`src/hw/rtl/bmp_pkg.sv`:
```
package bmp_pkg;

    // field and datapath widths
    localparam int WORD_W = 31;
    localparam int N_W    = 16;
    localparam int CNT_W  = 5;

    // serial step counts of the modular multiplier
    localparam logic [CNT_W-1:0] STEPS_WIDE   = 5'd31;
    localparam logic [CNT_W-1:0] STEPS_NARROW = 5'd16;

    // set size limit and modulus after reset
    localparam logic [31:0]       MAX_N         = 32'd65535;
    localparam logic [WORD_W-1:0] RESET_MODULUS = 31'd1000000007;

    // command to one modular multiplier
    typedef struct packed {
        logic start;
        logic wide;     // 31-bit serial operand, else 16-bit
    } mm_cmd_t;

endpackage

```
`src/hw/rtl/bmp_modmul.sv`:
```
// bit-serial interleaved modular multiplier, msb first
module bmp_modmul (
    input  logic                        clk,
    input  logic                        rst_n,
    input  bmp_pkg::mm_cmd_t            cmd,
    input  logic [bmp_pkg::WORD_W-1:0]  ser_op,
    input  logic [bmp_pkg::WORD_W-1:0]  par_op,
    input  logic [bmp_pkg::WORD_W-1:0]  modulus,
    output logic                        done,
    output logic [bmp_pkg::WORD_W-1:0]  product
);

    logic                          busy_reg,  busy_next;
    logic                          done_reg,  done_next;
    logic [bmp_pkg::CNT_W-1:0]     cnt_reg,   cnt_next;
    logic [bmp_pkg::WORD_W-1:0]    ser_reg,   ser_next;
    logic [bmp_pkg::WORD_W-1:0]    par_reg,   par_next;
    logic [bmp_pkg::WORD_W-1:0]    acc_reg,   acc_next;

    logic [bmp_pkg::WORD_W+1:0]    sum;
    logic [bmp_pkg::WORD_W+2:0]    diff1;
    logic [bmp_pkg::WORD_W+2:0]    diff2;

    // 2*acc + bit*par stays below 3*m, so subtract m or 2*m at most
    always_comb
    begin
        sum   = {1'b0, acc_reg, 1'b0}
              + (ser_reg[bmp_pkg::WORD_W-1] ? {2'b00, par_reg} : '0);
        diff1 = {1'b0, sum} - {3'b000, modulus};
        diff2 = {1'b0, sum} - {2'b00, modulus, 1'b0};
    end

    always_comb
    begin
        busy_next = busy_reg;
        done_next = 1'b0;
        cnt_next  = cnt_reg;
        ser_next  = ser_reg;
        par_next  = par_reg;
        acc_next  = acc_reg;
        if (cmd.start)
        begin
            busy_next = 1'b1;
            acc_next  = '0;
            par_next  = par_op;
            if (cmd.wide)
            begin
                ser_next = ser_op;
                cnt_next = bmp_pkg::STEPS_WIDE;
            end
            else
            begin
                ser_next = {ser_op[bmp_pkg::N_W-1:0],
                            {(bmp_pkg::WORD_W-bmp_pkg::N_W){1'b0}}};
                cnt_next = bmp_pkg::STEPS_NARROW;
            end
        end
        else if (busy_reg)
        begin
            if (!diff2[bmp_pkg::WORD_W+2])
                acc_next = diff2[bmp_pkg::WORD_W-1:0];
            else if (!diff1[bmp_pkg::WORD_W+2])
                acc_next = diff1[bmp_pkg::WORD_W-1:0];
            else
                acc_next = sum[bmp_pkg::WORD_W-1:0];
            ser_next = {ser_reg[bmp_pkg::WORD_W-2:0], 1'b0};
            cnt_next = cnt_reg - 1'b1;
            if (cnt_reg == 5'd1)
            begin
                busy_next = 1'b0;
                done_next = 1'b1;
            end
        end
    end

    always_ff @(posedge clk or negedge rst_n)
    begin
        if (!rst_n)
        begin
            busy_reg <= 1'b0;
            done_reg <= 1'b0;
            cnt_reg  <= '0;
        end
        else
        begin
            busy_reg <= busy_next;
            done_reg <= done_next;
            cnt_reg  <= cnt_next;
        end
    end

    always_ff @(posedge clk)
    begin
        ser_reg <= ser_next;
        par_reg <= par_next;
        acc_reg <= acc_next;
    end

    assign done    = done_reg;
    assign product = acc_reg;

endmodule

```
`src/hw/rtl/binomial_mod_prime.sv`:
```
// trivial words (r > n, r = 0, r = n, modulus below two) go straight to the output
// otherwise k = min(r, n-r) loop steps, one exponent step per bit of p-2, then a final product
// throughput: one word at a time, set by the 1-bit-per-cycle modular multipliers
// slowest word: n = 65535, r = 32767
// reset: async active low, idle, output empty, modulus back to 1000000007
module binomial_mod_prime (
    input  logic                        clk,
    input  logic                        rst_n,
    // configuration
    input  logic                        cfg_wr_en,
    input  logic [bmp_pkg::WORD_W-1:0]  cfg_wr_data,
    // input words
    input  logic                        in_valid,
    output logic                        in_stall,
    input  logic [bmp_pkg::N_W-1:0]     set_size,
    input  logic [bmp_pkg::N_W-1:0]     choose_count,
    // result words
    output logic                        out_valid,
    input  logic                        out_stall,
    output logic [bmp_pkg::WORD_W-1:0]  binomial_residue
);

    typedef enum logic [2:0] {
        S_IDLE,
        S_LOOP_GO,
        S_LOOP_WAIT,
        S_EXP_GO,
        S_EXP_WAIT,
        S_FIN_GO,
        S_FIN_WAIT,
        S_DONE
    } state_t;

    state_t                        state_reg,   state_next;
    logic [bmp_pkg::WORD_W-1:0]    modulus_reg, modulus_next;
    logic [bmp_pkg::N_W-1:0]       n_reg,       n_next;
    logic [bmp_pkg::N_W-1:0]       r_reg,       r_next;     // min(r, n-r)
    logic [bmp_pkg::N_W-1:0]       i_reg,       i_next;
    logic [bmp_pkg::WORD_W-1:0]    num_reg,     num_next;   // falling product
    logic [bmp_pkg::WORD_W-1:0]    den_reg,     den_next;   // denominator, then base
    logic [bmp_pkg::WORD_W-1:0]    pow_reg,     pow_next;   // inverse accumulator
    logic [bmp_pkg::WORD_W-1:0]    exp_reg,     exp_next;   // p-2, shifted lsb first
    logic [bmp_pkg::WORD_W-1:0]    res_reg,     res_next;
    logic                          ovalid_reg,  ovalid_next;
    logic [bmp_pkg::WORD_W-1:0]    ores_reg,    ores_next;

    // multiplier hookup
    bmp_pkg::mm_cmd_t              cmd_a, cmd_b;
    logic [bmp_pkg::WORD_W-1:0]    ser_a, par_a, ser_b, par_b;
    logic                          done_a, done_b;
    logic [bmp_pkg::WORD_W-1:0]    prod_a, prod_b;

    // incoming word decode
    logic [bmp_pkg::N_W-1:0]       n_sat;
    logic [bmp_pkg::N_W-1:0]       n_minus_r;
    logic [bmp_pkg::N_W-1:0]       i_inc;
    logic                          accept;

    // unit a: numerator, pow*base, final product; unit b: denominator, base*base
    bmp_modmul u_mm_a (
        .clk     (clk),
        .rst_n   (rst_n),
        .cmd     (cmd_a),
        .ser_op  (ser_a),
        .par_op  (par_a),
        .modulus (modulus_reg),
        .done    (done_a),
        .product (prod_a)
    );

    bmp_modmul u_mm_b (
        .clk     (clk),
        .rst_n   (rst_n),
        .cmd     (cmd_b),
        .ser_op  (ser_b),
        .par_op  (par_b),
        .modulus (modulus_reg),
        .done    (done_b),
        .product (prod_b)
    );

    assign accept   = in_valid && !in_stall;
    assign in_stall = (state_reg != S_IDLE);

    // clamp set size to the limit
    always_comb
    begin
        if ({{(32-bmp_pkg::N_W){1'b0}}, set_size} > bmp_pkg::MAX_N)
            n_sat = bmp_pkg::MAX_N[bmp_pkg::N_W-1:0];
        else
            n_sat = set_size;
        n_minus_r = n_sat - choose_count;
    end

    assign i_inc = i_reg + 1'b1;

    // multiplier operand routing per phase
    always_comb
    begin
        cmd_a = '0;
        cmd_b = '0;
        ser_a = '0;
        par_a = '0;
        ser_b = '0;
        par_b = '0;
        case (state_reg)
            S_LOOP_GO:
            begin
                // num * (n - i) and den * (i + 1), 16-bit serial operands
                cmd_a.start = 1'b1;
                cmd_b.start = 1'b1;
                ser_a = {{(bmp_pkg::WORD_W-bmp_pkg::N_W){1'b0}}, n_reg - i_reg};
                par_a = num_reg;
                ser_b = {{(bmp_pkg::WORD_W-bmp_pkg::N_W){1'b0}}, i_inc};
                par_b = den_reg;
            end
            S_EXP_GO:
            begin
                // pow * base and base * base from the same base
                cmd_a = '{start: exp_reg != '0, wide: 1'b1};
                cmd_b = '{start: exp_reg != '0, wide: 1'b1};
                ser_a = den_reg;
                par_a = pow_reg;
                ser_b = den_reg;
                par_b = den_reg;
            end
            S_FIN_GO:
            begin
                cmd_a = '{start: 1'b1, wide: 1'b1};
                ser_a = pow_reg;
                par_a = num_reg;
            end
            default:
            begin
                cmd_a = '0;
            end
        endcase
    end

    // sequencer
    always_comb
    begin
        state_next   = state_reg;
        modulus_next = modulus_reg;
        n_next       = n_reg;
        r_next       = r_reg;
        i_next       = i_reg;
        num_next     = num_reg;
        den_next     = den_reg;
        pow_next     = pow_reg;
        exp_next     = exp_reg;
        res_next     = res_reg;
        ovalid_next  = ovalid_reg;
        ores_next    = ores_reg;

        if (cfg_wr_en)
            modulus_next = cfg_wr_data;

        // output word taken
        if (ovalid_reg && !out_stall)
            ovalid_next = 1'b0;

        case (state_reg)
            S_IDLE:
            begin
                if (accept)
                begin
                    n_next   = n_sat;
                    i_next   = '0;
                    num_next = {{(bmp_pkg::WORD_W-1){1'b0}}, 1'b1};
                    den_next = {{(bmp_pkg::WORD_W-1){1'b0}}, 1'b1};
                    if (choose_count > n_minus_r)
                        r_next = n_minus_r;
                    else
                        r_next = choose_count;
                    if (modulus_reg < 31'd2 || choose_count > n_sat)
                    begin
                        res_next   = '0;
                        state_next = S_DONE;
                    end
                    else if (choose_count == '0 || choose_count == n_sat)
                    begin
                        res_next   = {{(bmp_pkg::WORD_W-1){1'b0}}, 1'b1};
                        state_next = S_DONE;
                    end
                    else
                    begin
                        state_next = S_LOOP_GO;
                    end
                end
            end
            S_LOOP_GO:
            begin
                state_next = S_LOOP_WAIT;
            end
            S_LOOP_WAIT:
            begin
                if (done_a)
                begin
                    num_next = prod_a;
                    den_next = prod_b;
                    i_next   = i_inc;
                    if (i_inc == r_reg)
                    begin
                        // fermat inverse: den^(p-2)
                        pow_next   = {{(bmp_pkg::WORD_W-1){1'b0}}, 1'b1};
                        exp_next   = modulus_reg - 31'd2;
                        state_next = S_EXP_GO;
                    end
                    else
                    begin
                        state_next = S_LOOP_GO;
                    end
                end
            end
            S_EXP_GO:
            begin
                if (exp_reg == '0)
                    state_next = S_FIN_GO;
                else
                    state_next = S_EXP_WAIT;
            end
            S_EXP_WAIT:
            begin
                if (done_a)
                begin
                    if (exp_reg[0])
                        pow_next = prod_a;
                    den_next   = prod_b;
                    exp_next   = {1'b0, exp_reg[bmp_pkg::WORD_W-1:1]};
                    state_next = S_EXP_GO;
                end
            end
            S_FIN_GO:
            begin
                state_next = S_FIN_WAIT;
            end
            S_FIN_WAIT:
            begin
                if (done_a)
                begin
                    res_next   = prod_a;
                    state_next = S_DONE;
                end
            end
            S_DONE:
            begin
                // hand over once the output register is free
                if (!ovalid_reg || !out_stall)
                begin
                    ovalid_next = 1'b1;
                    ores_next   = res_reg;
                    state_next  = S_IDLE;
                end
            end
            default:
            begin
                state_next = S_IDLE;
            end
        endcase
    end

    always_ff @(posedge clk or negedge rst_n)
    begin
        if (!rst_n)
        begin
            state_reg   <= S_IDLE;
            modulus_reg <= bmp_pkg::RESET_MODULUS;
            ovalid_reg  <= 1'b0;
            ores_reg    <= '0;
            n_reg       <= '0;
            r_reg       <= '0;
            i_reg       <= '0;
            num_reg     <= '0;
            den_reg     <= '0;
            pow_reg     <= '0;
            exp_reg     <= '0;
            res_reg     <= '0;
        end
        else
        begin
            state_reg   <= state_next;
            modulus_reg <= modulus_next;
            ovalid_reg  <= ovalid_next;
            ores_reg    <= ores_next;
            n_reg       <= n_next;
            r_reg       <= r_next;
            i_reg       <= i_next;
            num_reg     <= num_next;
            den_reg     <= den_next;
            pow_reg     <= pow_next;
            exp_reg     <= exp_next;
            res_reg     <= res_next;
        end
    end

    assign out_valid        = ovalid_reg;
    assign binomial_residue = ores_reg;

    // an accepted word always makes the block busy
    a_busy_after_accept: assert property (@(posedge clk) disable iff (!rst_n)
        accept |=> in_stall)
        else $error("block not busy after accepting a word");

    // results are fully reduced
    a_residue_reduced: assert property (@(posedge clk) disable iff (!rst_n)
        out_valid && modulus_reg >= 31'd2 |-> binomial_residue < modulus_reg)
        else $error("result not reduced by the modulus");

    // both multipliers finish together in the loop and exponent phases
    a_units_in_step: assert property (@(posedge clk) disable iff (!rst_n)
        (state_reg == S_LOOP_WAIT || state_reg == S_EXP_WAIT) |-> done_a == done_b)
        else $error("multipliers out of step");

    // the loop index never passes the reduced choose count
    a_index_bound: assert property (@(posedge clk) disable iff (!rst_n)
        state_reg == S_LOOP_WAIT |-> i_reg < r_reg)
        else $error("loop index past choose count");

endmodule

```
`config.mk`:
```
export PLATFORM = sky130hd
export DESIGN_NAME = binomial_mod_prime
export DESIGN_NICKNAME = d
export VERILOG_FILES = /design/src/hw/rtl/bmp_pkg.sv /design/src/hw/rtl/bmp_modmul.sv /design/src/hw/rtl/binomial_mod_prime.sv
export SDC_FILE = /design/constraint.sdc
export NUM_CORES = 1
export LEC_CHECK = 0
export BUFFER_PORTS_ARGS = -buffer_cell sky130_fd_sc_hd__clkbuf_2
export CAP_MARGIN = 10
export CELL_PAD_IN_SITES_DETAIL_PLACEMENT = 0
export CELL_PAD_IN_SITES_GLOBAL_PLACEMENT = 1
export CORE_AREA = 5 5 309 311
export DETAILED_ROUTE_END_ITERATION = 10
export DIE_AREA = 0 0 314 316
export GPL_TIMING_DRIVEN = 0
export PLACE_DENSITY = 0.7
export SLEW_MARGIN = 20
export SYNTH_ARGS = -nofsm -noshare
export SYNTH_HDL_FRONTEND = slang
export SYNTH_SLANG_ARGS = --single-unit
```
`constraint.sdc`:
```
create_clock -name clk -period 15.2 [get_ports clk]
set_clock_uncertainty 0.15 [all_clocks]
set_input_delay 2.28 -clock clk [delete_from_list [all_inputs] [get_ports clk]]
set_output_delay 2.28 -clock clk [all_outputs]
set_load 0.005 [all_outputs]
```
[After elaboration in Yosys (flattened, before gate mapping)]
Index checks and enable logic that the tools add are counted.
Cells by class
  add/sub/neg operators: 12
  $lt $le $gt $ge: 3
  equal/unequal tests: 20
  multiplexer cells: 69
  reduce and logical (&&, ||, !) cells: 31
Operator list (count)
  2-to-1 mux 31 bit: 25
  case mux 31 bit (2 select lines): 7
  case mux 31 bit (3 select lines): 1
  subtractor 33 x 31 -> 34 bit: 2
  subtractor 33 x 32 -> 34 bit: 2
  adder 32 x 33 -> 33 bit: 2
  2-to-1 mux 16 bit: 3
  == test 16 bit: 2
  greater-than comparator 16 bit: 2
  case mux 16 bit (2 select lines): 1
  subtractor 16 bit: 2
  logical NOT 31 bit: 1
  < comparator 31 x 2 -> 1 bit (second input constant): 1
  nonzero test 31 bit: 1
  subtractor 31 x 2 -> 31 bit (second input constant): 1
  case mux 3 bit (8 select lines): 1
  2-to-1 mux 3 bit: 7
  2-to-1 mux 5 bit: 4
  adder 16 x 1 -> 16 bit (second input constant): 1
  logical NOT 16 bit: 1
  2-to-1 mux 1 bit: 15
  == test 3 bit (second input constant): 4
  nonzero test 2 bit: 6
  == test 5 x 1 -> 1 bit (second input constant): 2
  other kinds (19): 41
Storage, ports and cells
  register bits: 468
  input bits: 68
  word-level logic and storage cells: 158

[Depth between registers and ports, before layout]
  depth after elaboration: 6
  mapped depth: 26
  mapped depth without buffers: 24

[Modules after synthesis]
A second synthesis with hierarchy kept.
Second synthesis, totals
  cells, all modules: 3922
  area, all modules: 34396.7 um^2
By module, submodules not included
  binomial_mod_prime: times used 1, cells an instance 1776, area an instance 15889.0 um^2, seq. area each 6751.5 um^2
  bmp_modmul (u_mm_a): times used 1, cells an instance 1086, area an instance 9414.0 um^2, seq. area each 2657.5 um^2
  bmp_modmul (u_mm_b): times used 1, cells an instance 1060, area an instance 9093.7 um^2, seq. area each 2657.5 um^2

[Worst setup path before layout]
No wires, ideal clock.
  path type: input to register
  start point: in set_size[0] (netlist bit)
  end point: reg r_reg[9] (netlist bit)
  library setup time: 123 ps
  data arrival time: 6348 ps
  setup slack: 8579 ps
  stages on the path: 23
  buffers on the path: 2
  cells stage by stage: inv_1 ha_1 inv_1 fa_1 a21o_1 a21oi_1 o221ai_1 a21o_1 a21oi_1 xor2_1 ha_1 a21o_1 a21o_1 a21o_1 a21o_1 a21o_1 a221oi_1 a21o_1 clkbuf_1 buf_1 nor2_1 a211oi_1 nor2_1
Between the ends
  cells in the longest elaborated chain, start to end: 3
Ends and longest elaborated chain
  start, declared: line binomial_mod_prime.sv:15  | input logic [bmp_pkg::N_W-1:0] set_size,
  subtractor 16 bit (*): line binomial_mod_prime.sv:92  | n_minus_r = n_sat - choose_count;
  greater-than comparator 16 bit: line binomial_mod_prime.sv:172  | if (choose_count > n_minus_r)
  2-to-1 mux 16 bit (*): line binomial_mod_prime.sv:172
  end signal, assigned: line binomial_mod_prime.sv:287  | r_reg <= r_next;
  end, declared: line binomial_mod_prime.sv:37  | logic [bmp_pkg::N_W-1:0] r_reg, r_next;
Mark *: on every way between the ends. The rest lies on a longest branch, timed or not.
A chain may end at the register's enable or synchronous reset.

[Worst setup path after layout]
  start point: reg u_mm_b.ser_reg[30] (netlist bit)
  end point: reg u_mm_b.acc_reg, in the netlist u_mm_b.product[27]
Between the ends
  cells in the longest elaborated chain, start to end: 5
  elaborated cells between the ends (all ways): 6
  those cells by class: 3 x add/sub; 3 x mux
Ends and longest elaborated chain
  start, declared: line bmp_modmul.sv:16  | logic [bmp_pkg::WORD_W-1:0] ser_reg, ser_next;
  start signal, assigned: line bmp_modmul.sv:94  | ser_reg <= ser_next;
  2-to-1 mux 31 bit (*): line bmp_modmul.sv:28  | + (ser_reg[bmp_pkg::WORD_W-1] ? {2'b00, par_reg} : '0);
  adder 32 x 33 -> 33 bit (*): line bmp_modmul.sv:28
  subtractor 33 x 31 -> 34 bit: line bmp_modmul.sv:29  | diff1 = {1'b0, sum} - {3'b000, modulus};
  2-to-1 mux 31 bit: line bmp_modmul.sv:62  | else if (!diff1[bmp_pkg::WORD_W+2])
  2-to-1 mux 31 bit (*): line bmp_modmul.sv:60  | if (!diff2[bmp_pkg::WORD_W+2])
  end signal, assigned: line bmp_modmul.sv:96  | acc_reg <= acc_next;
  end, declared: line bmp_modmul.sv:18  | logic [bmp_pkg::WORD_W-1:0] acc_reg, acc_next;
Marks and branches as above.

==> results by group <==
Die
  – Core footprint: 92,490 um2
  – Total die area: 99,220 um2
  – Chip width: 314 um
  – Number of placement rows: 112
  – I/O pins: 101
  – Die height: 316 um
  – Initial Util: 34.52%

STA
  – Slew @ Worst Pin: 1.001 ns
  – Slew headroom: 32.97%
  – Final min period: 7.329 ns
  – Count of final setup violators: 0
  – RSZ-0062 raised after global routing: no
  – Fin crit share: 48.21%
  – Setup_tns: 0 ns
  – Setup WS post-layout: 7.871 ns
  – Max Fclk: 0.1365 GHz
  – Slew Limit Fails: 0
  – Final hold violations: 0

Placed design
  – Worst slack, placed: 7.611 ns
  – Post-DP HPWL: 86.09 mm
  – Gpl congestion: 0.8921
  – Placed Instances: 4,910
  – I/O Buffers: 99

Setup path
  – Arrival time at the worst endpoint: 7.74 ns
  – Crit. End Element: flop
  – Worst path slowest cell: nor2_1
  – Max incr delay on CP: 0.68 ns
  – RR Startpoint: u_mm_b.ser_reg[30]
  – Critical path peak fanout: 10
  – CP Launch Type: flop
  – RR Endpoint: u_mm_b.product[27]
  – Worst Path Class, Setup: reg2reg
  – CP Data Required Time: 15.61 ns
  – Worst Reg-to-Reg Cells: 25
  – Reg2reg setup slack: 7.87 ns

Clock tree
  – Clock transition at path regs: 0.06 ns
  – CTS tree: built
  – Longest Clk Path Bufs: 3
  – CTS resizes: 0
  – Skew-Pair Late Insertion Delay: 0.63 ns
  – Cts hold-fix bufs: 0
  – Post CTS Setup Buffer Count: 0
  – Number of CTS-inserted buffers: 53
  – Clock Root Buffer: clkbuf_16
  – CTS H-tree lvls: 2
  – CTS Sinks: 468

Detailed routing
  – Drt pass-1 iters: 6
  – WL per Instance: 21.70 um
  – Post-Route WL: 108.7 mm
  – DR vias/cell: 5.527
  – Remaining DRCs: 0
  – DRT iter0 DRCs: 2,473
  – Via count: 27,690
  – Post-DRT Antenna Nets: 0

Job
  – Max cap viols: 0

Global routing
  – Largest net degree at the start of global routing: 82
  – Vias in the first global route: 26,650
  – Initial antenna violation count: 1
  – First-pass GRT wire length: 163.9 mm
  – Global route total overflow: 0
  – GRT Overall Usage: 21.22%

Synth
  – Synthesized instance count: 3,609
  – Count of state elements after synthesis: 468
  – Fraction of registers with async set/reset: 60.26%
  – Post-synth EDFFs: 124
  – Post-Syn Nets: 3,922
  – Yosys cell types: 86
  – Post-synthesis cell area: 31,930 um2
  – Sequential area share after synthesis: 37.71%
  – Top cell type's share of synthesized area: 20.85%
  – Synth area leaders: dfrtp_1 21%, edfxtp_1 12%, ha_1 9.3%, nand2_1 5.5%, o21ai_0 4.6%
  – Mean Syn Cell Area: 8.847 um2
  – Syn. warnings: 0
  – Yosys top cell by area: dfrtp_1
  – Top FF cell, synth: dfrtp_1

Outcome
  – Status: finished, final reports clean

Finish
  – Layout area overhead: 12.44%
  – Nets: 4,081
  – Share of layout cells above drive strength 1: 8.604%
  – Non-Filler Instances: 5,009
  – Antenna cells: 0

Min path
  – Hold Path Sink: res_reg[0]
  – Worst Hold Class: reg2reg
  – Hold path depth: 2
  – HP Start: res_reg[0]
## cells by family after synthesis
kind of cell / Yosys count / synth area share (%)
AO/OA/AOI/OAI: 1133 / 23.06
XOR/XNOR: 235 / 6.493
adder cells (fa/ha/maj): 245 / 9.789
buffers and inverters: 310 / 3.805
flip-flops: 468 / 37.71
multiplexers: 77 / 2.622
AND/OR/NAND/NOR: 1141 / 16.52
## Yosys cell counts, types with 13 or more instances
library cell / n
nand2_1: 466
o21ai_0: 296
a21oi_1: 282
dfrtp_1: 266
ha_1: 237
nor2_1: 234
xnor2_1: 161
inv_1: 141
clkbuf_1: 127
edfxtp_1: 124
and2_1: 105
a22o_1: 104
a21o_1: 102
nand3_1: 100
xor2_1: 72
dfxtp_1: 62
mux2_2: 53
nand2b_1: 44
a31oi_1: 42
a211oi_1: 40
nor3_1: 38
o211ai_1: 33
nor2b_1: 32
o21bai_1: 30
o21a_1: 29
nand4_1: 28
mux2i_1: 24
buf_2: 23
nor4_1: 20
and3_1: 19
or3_1: 19
a221o_1: 18
dfstp_2: 16
o21ai_1: 16
or2_2: 14
buf_1: 13
## worst max-delay path, delay by kind of cell (launching register included)
family	cells	cell delay, ns
flops	1	0.41
fa+ha+maj	3	0.98
xor+xnor	1	0.40
buf+inv	3	0.78
compound gates	13	3.30
simple gates	5	1.23
## worst max-delay path by stage
stage	cells after the start	start	end
detailed placement	25	choose_count[3]	r_reg[0]
finish	25	u_mm_b.ser_reg[30]	u_mm_b.product[27]
global placement	1	rst_n	i_reg[7]
global route	25	u_mm_b.ser_reg[30]	u_mm_b.product[27]
floorplan	23	set_size[0]	r_reg[9]
CTS	25	u_mm_b.ser_reg[30]	u_mm_b.product[27]
## metal layers
layer | vias to the layer above | track usage, % | share of wire (%)
met4 | 0 | 6.356 | 3.4
li1 | 13400 | - | -
met5 | - | 0 | 0
met2 | 826 | 32.85 | 43
met1 | 13320 | 30.97 | 47
met3 | 145 | 2.949 | 6.3
## layout make-up
cell class	instances	area, um2
flip-flops and latches	468	12040
well taps	1197	1498
fillers	9570	56590
plain buffers	168	684.4
multi-input cells	2831	18680
inverters	142	533.0
repair buffers	104	634.4
clock buffers	72	1448
clock inverters	27	377.9
## per-stage QoR
stage               hold slack (ns)  util [%]  cell area [um2]
finish                       0.3316     38.82            35900
global route                 0.3628     38.82            35900
CTS                          0.3361     38.81            35900
detailed placement           0.3232     36.84            34070
global placement             0.3162     36.68            33920
floorplan                    0.2922         -            31930
## cell usage in the layout (no fill, tap or decap), types with 14 or more instances in the layout
master     instances
a211oi_1          40
a21o_1           102
a21oi_1          282
a221o_1           18
a22o_1           104
a31oi_1           42
and2_1           105
and3_1            19
buf_2             23
clkbuf_1         139
clkbuf_16         53
clkbuf_2         100
dfrtp_1          266
dfstp_2           16
dfxtp_1           62
edfxtp_1         124
ha_1             237
inv_1            141
mux2_2            53
mux2i_1           24
nand2_1          465
nand2b_1          44
nand3_1          100
nand4_1           28
nor2_1           233
nor2b_1           32
nor3_1            37
nor4_1            20
o211ai_1          33
o21a_1            29
o21ai_0          296
o21ai_1           16
o21bai_1          30
or2_2             14
or3_1             18
xnor2_1          161
xor2_1            72
Power is left out: the tool's default activity adds up to more than one toggle a clock period on the data nets, which glitch-free logic cannot reach.
